==> src/rtl/scc_pkg.sv <==
// Shared types and constants for the serial command clock.
// Used by scc_clock and serial_command_clock; depends on nothing.
package scc_pkg;

  typedef enum logic [1:0] {
    MODE_IDLE    = 2'd0,
    MODE_CAPTURE = 2'd1,
    MODE_LED     = 2'd2
  } mode_t;

  typedef enum logic [2:0] {
    ACT_NONE  = 3'd0,
    ACT_CLEAR = 3'd1,
    ACT_SHOW  = 3'd2,
    ACT_TIME  = 3'd3,
    ACT_TICK  = 3'd4
  } action_t;

  localparam logic [7:0] CHR_HASH  = 8'h23;
  localparam logic [7:0] CHR_AMP   = 8'h26;
  localparam logic [7:0] CHR_STAR  = 8'h2A;
  localparam logic [7:0] CHR_A     = 8'h41;
  localparam logic [7:0] CHR_B     = 8'h42;
  localparam logic [7:0] CHR_ZERO  = 8'h30;
  localparam logic [7:0] CHR_NINE  = 8'h39;
  localparam logic [7:0] CHR_LF    = 8'h0A;
  localparam logic [7:0] CHR_CR    = 8'h0D;

  localparam logic [4:0] HOUR_MAX = 5'd23;
  localparam logic [5:0] MIN_MAX  = 6'd59;
  localparam logic [6:0] HOURS_PER_DAY = 7'd24;
  localparam logic [6:0] MINS_PER_HOUR = 7'd60;

  typedef struct packed {
    logic [4:0] hours;
    logic [5:0] minutes;
    logic [5:0] seconds;
  } tod_t;

  typedef struct packed {
    logic tick;
    logic load;
    tod_t load_val;
  } clk_ctl_t;

endpackage

==> src/rtl/serial_command_clock.sv <==
// Top level: input word register, command parser, time capture check, result register.
// Depends on scc_pkg and scc_clock.
//
//   channel  ports                                         role
//   in       in_valid in_stall in_opcode in_rx_byte ...    byte or tick with sample
//   out      out_valid out_stall out_action ...            one result word per input
//
// One word per cycle unless stalled; out_valid marks a word in the result register.
// The parser and the clock update as a word moves from the input register
// into the result register. Reset clears mode, index, clock and LED.
// in_stall rises only while both registers are full and out_stall is high.
module serial_command_clock (
  input  logic        clk,
  input  logic        rst_n,
  input  logic        in_valid,
  output logic        in_stall,
  input  logic        in_opcode,
  input  logic [7:0]  in_rx_byte,
  input  logic [11:0] in_adc_sample,
  output logic        out_valid,
  input  logic        out_stall,
  output logic [2:0]  out_action,
  output logic [7:0]  out_display_char,
  output logic [4:0]  out_hours,
  output logic [5:0]  out_minutes,
  output logic [5:0]  out_seconds,
  output logic        out_led_on,
  output logic [11:0] out_adc_value
);
  import scc_pkg::*;

  logic        s0_valid_r;
  logic        s0_opcode_r;
  logic [7:0]  s0_byte_r;
  logic [11:0] s0_sample_r;
  logic        out_valid_r;
  logic        accept;
  logic        advance;

  mode_t       mode_r, mode_nxt;
  logic [2:0]  idx_r, idx_nxt;
  logic        led_r, led_nxt;
  logic [7:0]  cap_buf_r [8];
  logic        buf_we;

  clk_ctl_t    ctl;
  tod_t        tod_nxt;
  action_t     act;
  logic [7:0]  shown;
  logic [11:0] adc;

  logic [7:0]  cap [8];
  logic        digits_ok;
  logic [6:0]  h_val, m_val, s_val;

  function automatic logic is_digit(input logic [7:0] c);
    return (c >= CHR_ZERO) && (c <= CHR_NINE);
  endfunction

  function automatic logic [6:0] two_digits(input logic [3:0] hi, input logic [3:0] lo);
    return {hi, 3'b000} + {2'b00, hi, 1'b0} + {3'b000, lo};
  endfunction

  assign advance  = s0_valid_r && (!out_valid_r || !out_stall);
  assign in_stall = s0_valid_r && out_valid_r && out_stall;
  assign accept   = in_valid && !in_stall;

  always_comb begin
    for (int i = 0; i < 7; i++) begin
      cap[i] = cap_buf_r[i];
    end
    cap[7] = s0_byte_r;
  end

  assign digits_ok = is_digit(cap[0]) && is_digit(cap[1]) && is_digit(cap[3]) &&
                     is_digit(cap[4]) && is_digit(cap[6]) && is_digit(cap[7]);
  assign h_val = two_digits(cap[0][3:0], cap[1][3:0]);
  assign m_val = two_digits(cap[3][3:0], cap[4][3:0]);
  assign s_val = two_digits(cap[6][3:0], cap[7][3:0]);

  always_comb begin
    mode_nxt = mode_r;
    idx_nxt  = idx_r;
    led_nxt  = led_r;
    buf_we   = 1'b0;
    act      = ACT_NONE;
    shown    = '0;
    adc      = '0;
    ctl.tick = 1'b0;
    ctl.load = 1'b0;
    ctl.load_val.hours   = h_val[4:0];
    ctl.load_val.minutes = m_val[5:0];
    ctl.load_val.seconds = s_val[5:0];
    if (s0_opcode_r) begin
      ctl.tick = 1'b1;
      act      = ACT_TICK;
      adc      = s0_sample_r;
    end else begin
      case (mode_r)
        MODE_CAPTURE: begin
          buf_we = 1'b1;
          if (idx_r == 3'd7) begin
            idx_nxt  = '0;
            mode_nxt = MODE_IDLE;
            if (digits_ok && (h_val < HOURS_PER_DAY) && (m_val < MINS_PER_HOUR) &&
                (s_val < MINS_PER_HOUR)) begin
              ctl.load = 1'b1;
              act      = ACT_TIME;
            end
          end else begin
            idx_nxt = idx_r + 3'd1;
          end
        end
        MODE_LED: begin
          if (s0_byte_r == CHR_A) begin
            led_nxt = 1'b1;
          end else if (s0_byte_r == CHR_B) begin
            led_nxt = 1'b0;
          end
          mode_nxt = MODE_IDLE;
        end
        default: begin
          mode_nxt = MODE_IDLE;
          if (s0_byte_r == CHR_HASH) begin
            act = ACT_CLEAR;
          end else if (s0_byte_r == CHR_AMP) begin
            mode_nxt = MODE_CAPTURE;
            idx_nxt  = '0;
          end else if (s0_byte_r == CHR_STAR) begin
            mode_nxt = MODE_LED;
          end else if (s0_byte_r != CHR_LF && s0_byte_r != CHR_CR) begin
            act   = ACT_SHOW;
            shown = s0_byte_r;
          end
        end
      endcase
    end
  end

  scc_clock u_clock (
    .clk     (clk),
    .rst_n   (rst_n),
    .en      (advance),
    .ctl     (ctl),
    .tod_nxt (tod_nxt)
  );

  always_ff @(posedge clk) begin
    if (!rst_n) begin
      s0_valid_r  <= 1'b0;
      out_valid_r <= 1'b0;
      mode_r      <= MODE_IDLE;
      idx_r       <= '0;
      led_r       <= 1'b0;
    end else begin
      if (accept) begin
        s0_valid_r <= 1'b1;
      end else if (advance) begin
        s0_valid_r <= 1'b0;
      end
      if (advance) begin
        out_valid_r <= 1'b1;
        mode_r      <= mode_nxt;
        idx_r       <= idx_nxt;
        led_r       <= led_nxt;
      end else if (!out_stall) begin
        out_valid_r <= 1'b0;
      end
    end
  end

  always_ff @(posedge clk) begin
    if (accept) begin
      s0_opcode_r <= in_opcode;
      s0_byte_r   <= in_rx_byte;
      s0_sample_r <= in_adc_sample;
    end
    if (advance && buf_we) begin
      cap_buf_r[idx_r] <= s0_byte_r;
    end
    if (advance) begin
      out_action       <= act;
      out_display_char <= shown;
      out_hours        <= tod_nxt.hours;
      out_minutes      <= tod_nxt.minutes;
      out_seconds      <= tod_nxt.seconds;
      out_led_on       <= led_nxt;
      out_adc_value    <= adc;
    end
  end

  assign out_valid = out_valid_r;

endmodule

==> src/rtl/scc_clock.sv <==
// Time-of-day counter: one-second advance with wrap, or load of a checked time.
// Depends on scc_pkg.
module scc_clock (
  input  logic              clk,
  input  logic              rst_n,
  input  logic              en,
  input  scc_pkg::clk_ctl_t ctl,
  output scc_pkg::tod_t     tod_nxt
);
  import scc_pkg::*;

  tod_t tod_r;
  tod_t adv;

  always_comb begin
    adv = tod_r;
    if (tod_r.seconds >= MIN_MAX) begin
      adv.seconds = '0;
      if (tod_r.minutes >= MIN_MAX) begin
        adv.minutes = '0;
        if (tod_r.hours >= HOUR_MAX) begin
          adv.hours = '0;
        end else begin
          adv.hours = tod_r.hours + 5'd1;
        end
      end else begin
        adv.minutes = tod_r.minutes + 6'd1;
      end
    end else begin
      adv.seconds = tod_r.seconds + 6'd1;
    end
  end

  always_comb begin
    tod_nxt = tod_r;
    if (en && ctl.tick) begin
      tod_nxt = adv;
    end else if (en && ctl.load) begin
      tod_nxt = ctl.load_val;
    end
  end

  always_ff @(posedge clk) begin
    if (!rst_n) begin
      tod_r <= '0;
    end else begin
      tod_r <= tod_nxt;
    end
  end

endmodule

==> config.mk <==
export PLATFORM = sky130hd
export DESIGN_NAME = serial_command_clock
export DESIGN_NICKNAME = d
export VERILOG_FILES = /design/src/rtl/scc_pkg.sv /design/src/rtl/serial_command_clock.sv /design/src/rtl/scc_clock.sv
export SDC_FILE = /design/constraint.sdc
export NUM_CORES = 1
export LEC_CHECK = 0
export BUFFER_PORTS_ARGS = -buffer_cell sky130_fd_sc_hd__clkbuf_2
export CORE_ASPECT_RATIO = 0.75
export CORE_UTILIZATION = 41
export CTS_CLUSTER_DIAMETER = 80
export CTS_CLUSTER_SIZE = 25
export DETAILED_ROUTE_END_ITERATION = 8
export GPL_TIMING_DRIVEN = 0
export PLACE_DENSITY_LB_ADDON = 0.25
export RECOVER_POWER = 25
export SLEW_MARGIN = 15
export SYNTH_ARGS = -nofsm -noshare
export SYNTH_HDL_FRONTEND = slang
export SYNTH_SLANG_ARGS = --single-unit
==> constraint.sdc <==
create_clock -name clk -period 3.6 [get_ports clk]
set_input_delay 0.18 -clock clk [delete_from_list [all_inputs] [get_ports clk]]
set_output_delay 0.18 -clock clk [all_outputs]
set_load 0.1 [all_outputs]
* Word level (Yosys, flattened, before mapping) *
Memories as Yosys holds them, arrays and structs flattened.
Index checks and enable logic that the tools add are counted.

storage, ports and cells
  memory bits (writable) = 64
  register bits = 87
  word-level logic and storage cells = 134
  memories = 1
  input port bits = 25
  output and inout bits = 43

memory list
  name       depth  width  rd ports  clocked after memory_dff  write ports  RTL line                    RTL
  cap_buf_r  8      8      5         0                         1            serial_command_clock.sv:43  logic [7:0] cap_buf_r [8];

cells by class
  magnitude comparators = 18
  mux-type cells = 40
  reductions and logical operators = 31
  $add $sub $neg = 10
  eq/ne operators = 13
  bitwise logic cells = 3

operators by type and width
  cell                                                         count
  >= comparator 8 x 6 -> 1 bit (second input constant)         6
  <= comparator 8 x 6 -> 1 bit (second input constant)         6
  two-way mux 17 bit                                           2
  == test 8 x 6 -> 1 bit (second input constant)               3
  logical AND 1 bit                                            22
  adder 7 x 4 -> 7 bit                                         3
  adder 7 x 5 -> 7 bit                                         3
  two-way mux 2 bit                                            10
  two-way mux 1 bit                                            17
  == test 8 x 7 -> 1 bit (second input constant)               2
  inequality test 8 x 4 -> 1 bit (second input constant)       2
  less-than comparator 7 x 6 -> 1 bit (second input constant)  2
  adder 6 x 1 -> 6 bit (second input constant)                 2
  >= comparator 6 bit (second input constant)                  2
  two-way mux 6 bit                                            2
  two-way mux 11 bit                                           1
  two-way mux 5 bit                                            2
  two-way mux 3 bit                                            3
  case mux 2 bit (2 select lines)                              2
  less-than comparator 7 x 5 -> 1 bit (second input constant)  1
  OR reduction 7 bit                                           1
  case mux 3 bit (2 select lines)                              1
  adder 5 x 1 -> 5 bit (second input constant)                 1
  >= comparator 5 bit (second input constant)                  1
  other kinds (12)                                             18

* Logic depth before layout (Yosys ltp) *
  depth after elaboration = 17
  gate-level depth with buffers = 12
  mapped depth without buffers = 11

* Modules after synthesis *
From an unflattened synthesis, not the netlist that was laid out.

second synthesis, totals
  cells, all modules = 468
  area total of the unflattened synthesis = 6044.5 µm²

modules (own cells, without submodules)
  module                area each (µm²)  instances  cells each  sequential area each (µm²)
  serial_command_clock  4678.2           1          293         3223.1
  scc_clock             1366.3           1          175         340.3

* Worst setup path before layout *
Ideal clock, no wire load.

  path kind = reg-to-reg
  start = register s0_byte_r[3]
  end = register out_hours[3] (data pin)
  arrival = 3.230 ns
  buffers on the path = 1
  slack = 0.105 ns
  data required time = 3.335 ns
  setup time = 0.265 ns
  stages on the path, launching flop included = 12
  clock period less this slack = 3.495 ns
  cells stage by stage = edfxtp_1 > inv_1 > fa_1 > fa_1 > nand2b_1 > a21oi_1 > xor2_1 > nand4bb_4 > or3_1 > buf_6 > and3_4 > or3_1

RTL lines
  element                 RTL line                     RTL
  start, declared         serial_command_clock.sv:34   logic [7:0] s0_byte_r;
  start signal, assigned  serial_command_clock.sv:175  s0_byte_r <= in_rx_byte;
  end signal, assigned    serial_command_clock.sv:184  out_hours <= tod_nxt.hours;
  end, declared           serial_command_clock.sv:24   output logic [4:0] out_hours,

==> flow_summary.html <==
<table>
<tr><th>Metric</th><th>Value</th></tr>
<tr><th colspan="2">Routing</th></tr>
<tr><td>Count of antenna-violating nets left after detailed routing</td><td>0</td></tr>
<tr><td>Wire length per cell</td><td>16.4 um</td></tr>
<tr><td>Number of vias per cell after detailed routing</td><td>5.28</td></tr>
<tr><td>Number of DRC markers in iteration 0</td><td>327</td></tr>
<tr><td>Drt total wl</td><td>13400 um</td></tr>
<tr><td>First-pass detailed-route iteration total</td><td>5</td></tr>
<tr><td>DRC errors left</td><td>0</td></tr>
<tr><td>Total number of vias</td><td>4305</td></tr>
<tr><th colspan="2">Synth</th></tr>
<tr><td>Mean cell area of the mapped netlist</td><td>12.5 sq um</td></tr>
<tr><td>Number of synthesized flops with an enable pin</td><td>102</td></tr>
<tr><td>Syn Nets</td><td>534</td></tr>
<tr><td>Post-synthesis instance area</td><td>0.00594 sq mm</td></tr>
<tr><td>Main flop type after synthesis</td><td>edfxtp_1</td></tr>
<tr><td>Number of warnings issued by yosys</td><td>0</td></tr>
<tr><td>Synth top area share</td><td>51.6%</td></tr>
<tr><td>Commonest cells post-synth</td><td>edfxtp_1 (102), nand2_1 (35), ha_1 (28)</td></tr>
<tr><td>Distinct cells, synth</td><td>63</td></tr>
<tr><td>Most area-consuming cells after synthesis</td><td>edfxtp_1 (52%), dfxtp_1 (8.4%), ha_1 (5.9%)</td></tr>
<tr><td>Cell count after synthesis</td><td>475</td></tr>
<tr><td>Async set-reset flop share out of synthesis</td><td>0%</td></tr>
<tr><td>Count of state elements after synthesis</td><td>127</td></tr>
<tr><td>Most numerous cell in the Yosys netlist</td><td>edfxtp_1</td></tr>
<tr><td>Sequential element share of the synthesized area</td><td>60.0%</td></tr>
<tr><td>Largest area contributor in the synthesized netlist</td><td>edfxtp_1</td></tr>
<tr><th colspan="2">Place</th></tr>
<tr><td>Buffers added on ports</td><td>67</td></tr>
<tr><td>Routability congestion estimate</td><td>0.830</td></tr>
<tr><td>DPL Wire Length</td><td>9120 um</td></tr>
<tr><td>Cell area after placement</td><td>0.00660 sq mm</td></tr>
<tr><th colspan="2">Die</th></tr>
<tr><td>Area of the die</td><td>0.0150 sq mm</td></tr>
<tr><td>Rows</td><td>37</td></tr>
<tr><td>Width of the chip</td><td>141 um</td></tr>
<tr><td>Initial Util</td><td>42.6%</td></tr>
<tr><td>Core Area</td><td>0.0139 sq mm</td></tr>
<tr><td>Number of top-level design ports</td><td>68</td></tr>
<tr><td>Height of the chip</td><td>106 um</td></tr>
<tr><th colspan="2">Critical path</th></tr>
<tr><td>Series of cell instances along the critical path</td><td>inv_2 -&gt; fa_1 -&gt; inv_2 -&gt; fa_2 -&gt; xor2_4 -&gt; a2111oi_4 -&gt; nand4_1 -&gt; nand4bb_4 -&gt; or3_4 -&gt; and3_4 -&gt; or3_1</td></tr>
<tr><td>Max FO, Critical Path</td><td>7</td></tr>
<tr><td>Nature of the critical path endpoint</td><td>flop</td></tr>
<tr><td>Worst Path Required</td><td>3.76 ns</td></tr>
<tr><td>Worst EP arrival</td><td>3.78 ns</td></tr>
<tr><td>Most repeated library cell on the critical path</td><td>inv_2</td></tr>
<tr><td>Total buffers and inverters traversed by the critical path</td><td>2</td></tr>
<tr><td>Delay contributed by the slowest stage of the critical path</td><td>0.54 ns</td></tr>
<tr><td>Crit path kind</td><td>flop to flop</td></tr>
<tr><td>Crit path max-delay family</td><td>simple AND/OR/NAND/NOR gates</td></tr>
<tr><td>Kind of launch point of the worst setup path</td><td>flop</td></tr>
<tr><td>Slowest library cell on the worst path</td><td>fa_1</td></tr>
<tr><th colspan="2">Timing</th></tr>
<tr><td>Final-report max-slew violation count</td><td>0</td></tr>
<tr><td>Post-layout min period</td><td>3.62 ns</td></tr>
<tr><td>Highest clock rate</td><td>276 MHz</td></tr>
<tr><td>Measured slew at the worst slew-check pin</td><td>1.10 ns</td></tr>
<tr><td>Setup repair after global routing missed its margin</td><td>yes</td></tr>
<tr><td>Maximum clock skew at final layout</td><td>0.0108 ns</td></tr>
<tr><td>Share of the clock period used by the worst path after layout</td><td>101%</td></tr>
<tr><td>Min Hold Slack</td><td>0.0294 ns</td></tr>
<tr><td>Worst slew margin</td><td>26.2%</td></tr>
<tr><td>Worst Setup Slack, final</td><td>-0.0195 ns</td></tr>
<tr><td>Final count of negative-setup-slack endpoints</td><td>3</td></tr>
<tr><td>Total count of hold-check failures in the final report</td><td>0</td></tr>
<tr><th colspan="2">Cells and area</th></tr>
<tr><td>Fraction of final layout cells sized beyond drive strength 1</td><td>24.8%</td></tr>
<tr><td>Final Instance Area</td><td>0.00766 sq mm</td></tr>
<tr><td>Area growth from synthesis to final layout</td><td>29.0%</td></tr>
<tr><td># diodes</td><td>0</td></tr>
<tr><td>Core occupancy in the finished layout</td><td>55.0%</td></tr>
<tr><td>Nets</td><td>667</td></tr>
<tr><th colspan="2">Clock tree</th></tr>
<tr><td>Clock Path Buffers</td><td>2</td></tr>
<tr><td>Clock tree root driver cell</td><td>clkbuf_16</td></tr>
<tr><td>CTS Buf Count</td><td>17</td></tr>
<tr><td>H-tree depth reported by CTS</td><td>4</td></tr>
<tr><td>CTS clk-pin slew, worst paths</td><td>0.06 ns</td></tr>
<tr><td>CTS tree</td><td>done</td></tr>
<tr><td># clock sinks</td><td>127</td></tr>
<tr><td>Clock latency on the worst-skew pair</td><td>0.42 ns</td></tr>
<tr><th colspan="2">Pwr</th></tr>
<tr><td>Cell Int Power</td><td>2.67 mW</td></tr>
<tr><td>Max VDD drop</td><td>0.000307 V</td></tr>
<tr><td>Leakage Power</td><td>2.99 nW</td></tr>
<tr><td>Proportion of power drawn by flip-flops and latches</td><td>45.5%</td></tr>
<tr><td>Power share of the clock group</td><td>46.0%</td></tr>
<tr><td>Post-route total power</td><td>3.63 mW</td></tr>
<tr><td>Power density over cell area</td><td>474 mW/mm^2</td></tr>
<tr><td>Fraction of power spent switching nets</td><td>26.5%</td></tr>
<tr><td>Portion of total power attributed to combinational logic</td><td>8.5%</td></tr>
<tr><td>NetSw</td><td>0.962 mW</td></tr>
<tr><th colspan="2">Global routing</th></tr>
<tr><td>Layer with the highest usage after global routing</td><td>met2</td></tr>
<tr><td>GRT Overall Usage</td><td>18.8%</td></tr>
<tr><td>Number of antenna violations at the first check in global routing</td><td>0</td></tr>
<tr><td>Routing usage on met1</td><td>25.4%</td></tr>
<tr><td>Remaining global-route overflow</td><td>0</td></tr>
<tr><td>Largest net degree at the start of global routing</td><td>32</td></tr>
<tr><td>Met2 layer usage reported by global route</td><td>29.1%</td></tr>
<tr><td>Vias in the first global route</td><td>4208</td></tr>
<tr><td>Global routing met3 resource utilization</td><td>4.95%</td></tr>
<tr><td>Global-route wire length before repair</td><td>21300 um</td></tr>
<tr><th colspan="2">Flow run</th></tr>
<tr><td>Count of maximum capacitance violations</td><td>0</td></tr>
<tr><th colspan="2">Min path</th></tr>
<tr><td>Hold WC Path Type</td><td>primary input to flop</td></tr>
<tr><th colspan="2">Status</th></tr>
<tr><td>Result of the run</td><td>finished with violations</td></tr>
<tr><td>Violations in the final reports</td><td>negative setup slack</td></tr>
</table>
worst reg2reg max path, delay by kind of cell, from the launching register on:
family / cells / cell delay, ns
flip-flops: 1 / 0.38
XOR/XNOR: 1 / 0.19
buffers and inverters: 2 / 0.10
adder cells (fa/ha/maj): 2 / 0.97
AO/OA/AOI/OAI: 1 / 0.34
AND/OR/NAND/NOR: 5 / 1.37
state kept, by name, indices dropped and copies added (netlist names), 2 cells and up:
signal and count:
out_adc_value 12, s0_byte_r 8, s0_sample_r 12, mode_r 2, cap_buf_r 40, out_minutes 6
u_clock.tod_r 17, out_action 3, out_seconds 6, out_display_char 8, out_hours 5, idx_r 3
placed cells by master, fill, tap and decap left out, types with 5 or more instances in the layout:
master         instances
edfxtp_1             102
clkbuf_2              65
nand2_1               35
ha_1                  27
nor2_1                25
dfxtp_1               25
and2_1                24
a21oi_1               23
dlygate4sd3_1         22
buf_4                 22
inv_1                 18
clkbuf_16             17
o21ai_0               16
clkbuf_1              15
nand3_1               15
nor3_1                 9
nand4_1                9
inv_6                  9
and3_1                 7
a21o_1                 7
mux2i_1                6
xor2_1                 5
nor3b_1                5
nand4b_1               5
or3_1                  5
final timing paths:
kind / startpoint / end / slack [ns] / cells past startpoint
worst max-delay path: cap_buf_r[0][2] / out_hours[3] / -0.02 / 11
worst min-delay path: out_stall / out_valid / 0.03 / 3
worst max register to register: cap_buf_r[0][2] / out_hours[3] / -0.02 / 11
worst min register to register: led_r / led_r / 0.47 / 2
final cells by class:
type / count / area [sq um]
clock buffer: 17 / 425
multi-input combinational: 313 / 2390
timing repair buffer: 115 / 761
tap: 195 / 244
buffer: 12 / 52.6
inverter: 22 / 82.6
sequential: 127 / 3560
fill: 1169 / 6270
clock inverter: 15 / 145
repair_timing:
| action | 4_1_cts | 5_1_grt |
|---|---|---|
| pin swaps | 6 | 12 |
| endpoints found under the setup margin | 32 | 14 |
| hold buffers | 22 | 0 |
| resized for setup | 9 | 17 |
| endpoints found under the hold margin | 22 | 0 |
| buffers inserted | 9 | 12 |
layer usage:
metal	vias up	part of all wire (%)
li1	2053	-
met1	2091	47
met2	140	45
met3	21	6.3
met4	0	1.4
met5	-	0
through the flow:
step	cells	setup TNS, ns	setup WS (ns)
6_report	816	-0.0450	-0.0195
5_1_grt	816	-0.539	-0.149
4_1_cts	805	0	0.00836
3_5_place_dp	742	-8.40	-0.596
3_3_place_gp	737	-3.26	-0.372
2_1_floorplan	475	0	0.105
power by group through the flow:
stage / registers (mW) / clock network [mW] / logic (mW)
final: 1.65 / 1.67 / 0.308
after CTS: 1.65 / 1.69 / 0.307
after detailed placement: 1.69 / 0 / 0.284
after floorplan: 1.84 / 0 / 0.0598
after global routing: 1.66 / 1.75 / 0.324
after global placement: 1.69 / 0 / 0.276
cells by family after synthesis:
| kind of cell | Yosys count | synth area share (%) |
|---|---|---|
| AND/OR/NAND/NOR | 177 | 17.2 |
| multiplexers | 10 | 1.73 |
| XOR/XNOR | 14 | 2.06 |
| AO/OA/AOI/OAI | 78 | 8.72 |
| buffers and inverters | 35 | 2.40 |
| adder cells (fa/ha/maj) | 34 | 7.92 |
| flip-flops | 127 | 60.0 |
(Power assumes the default switching activity.)
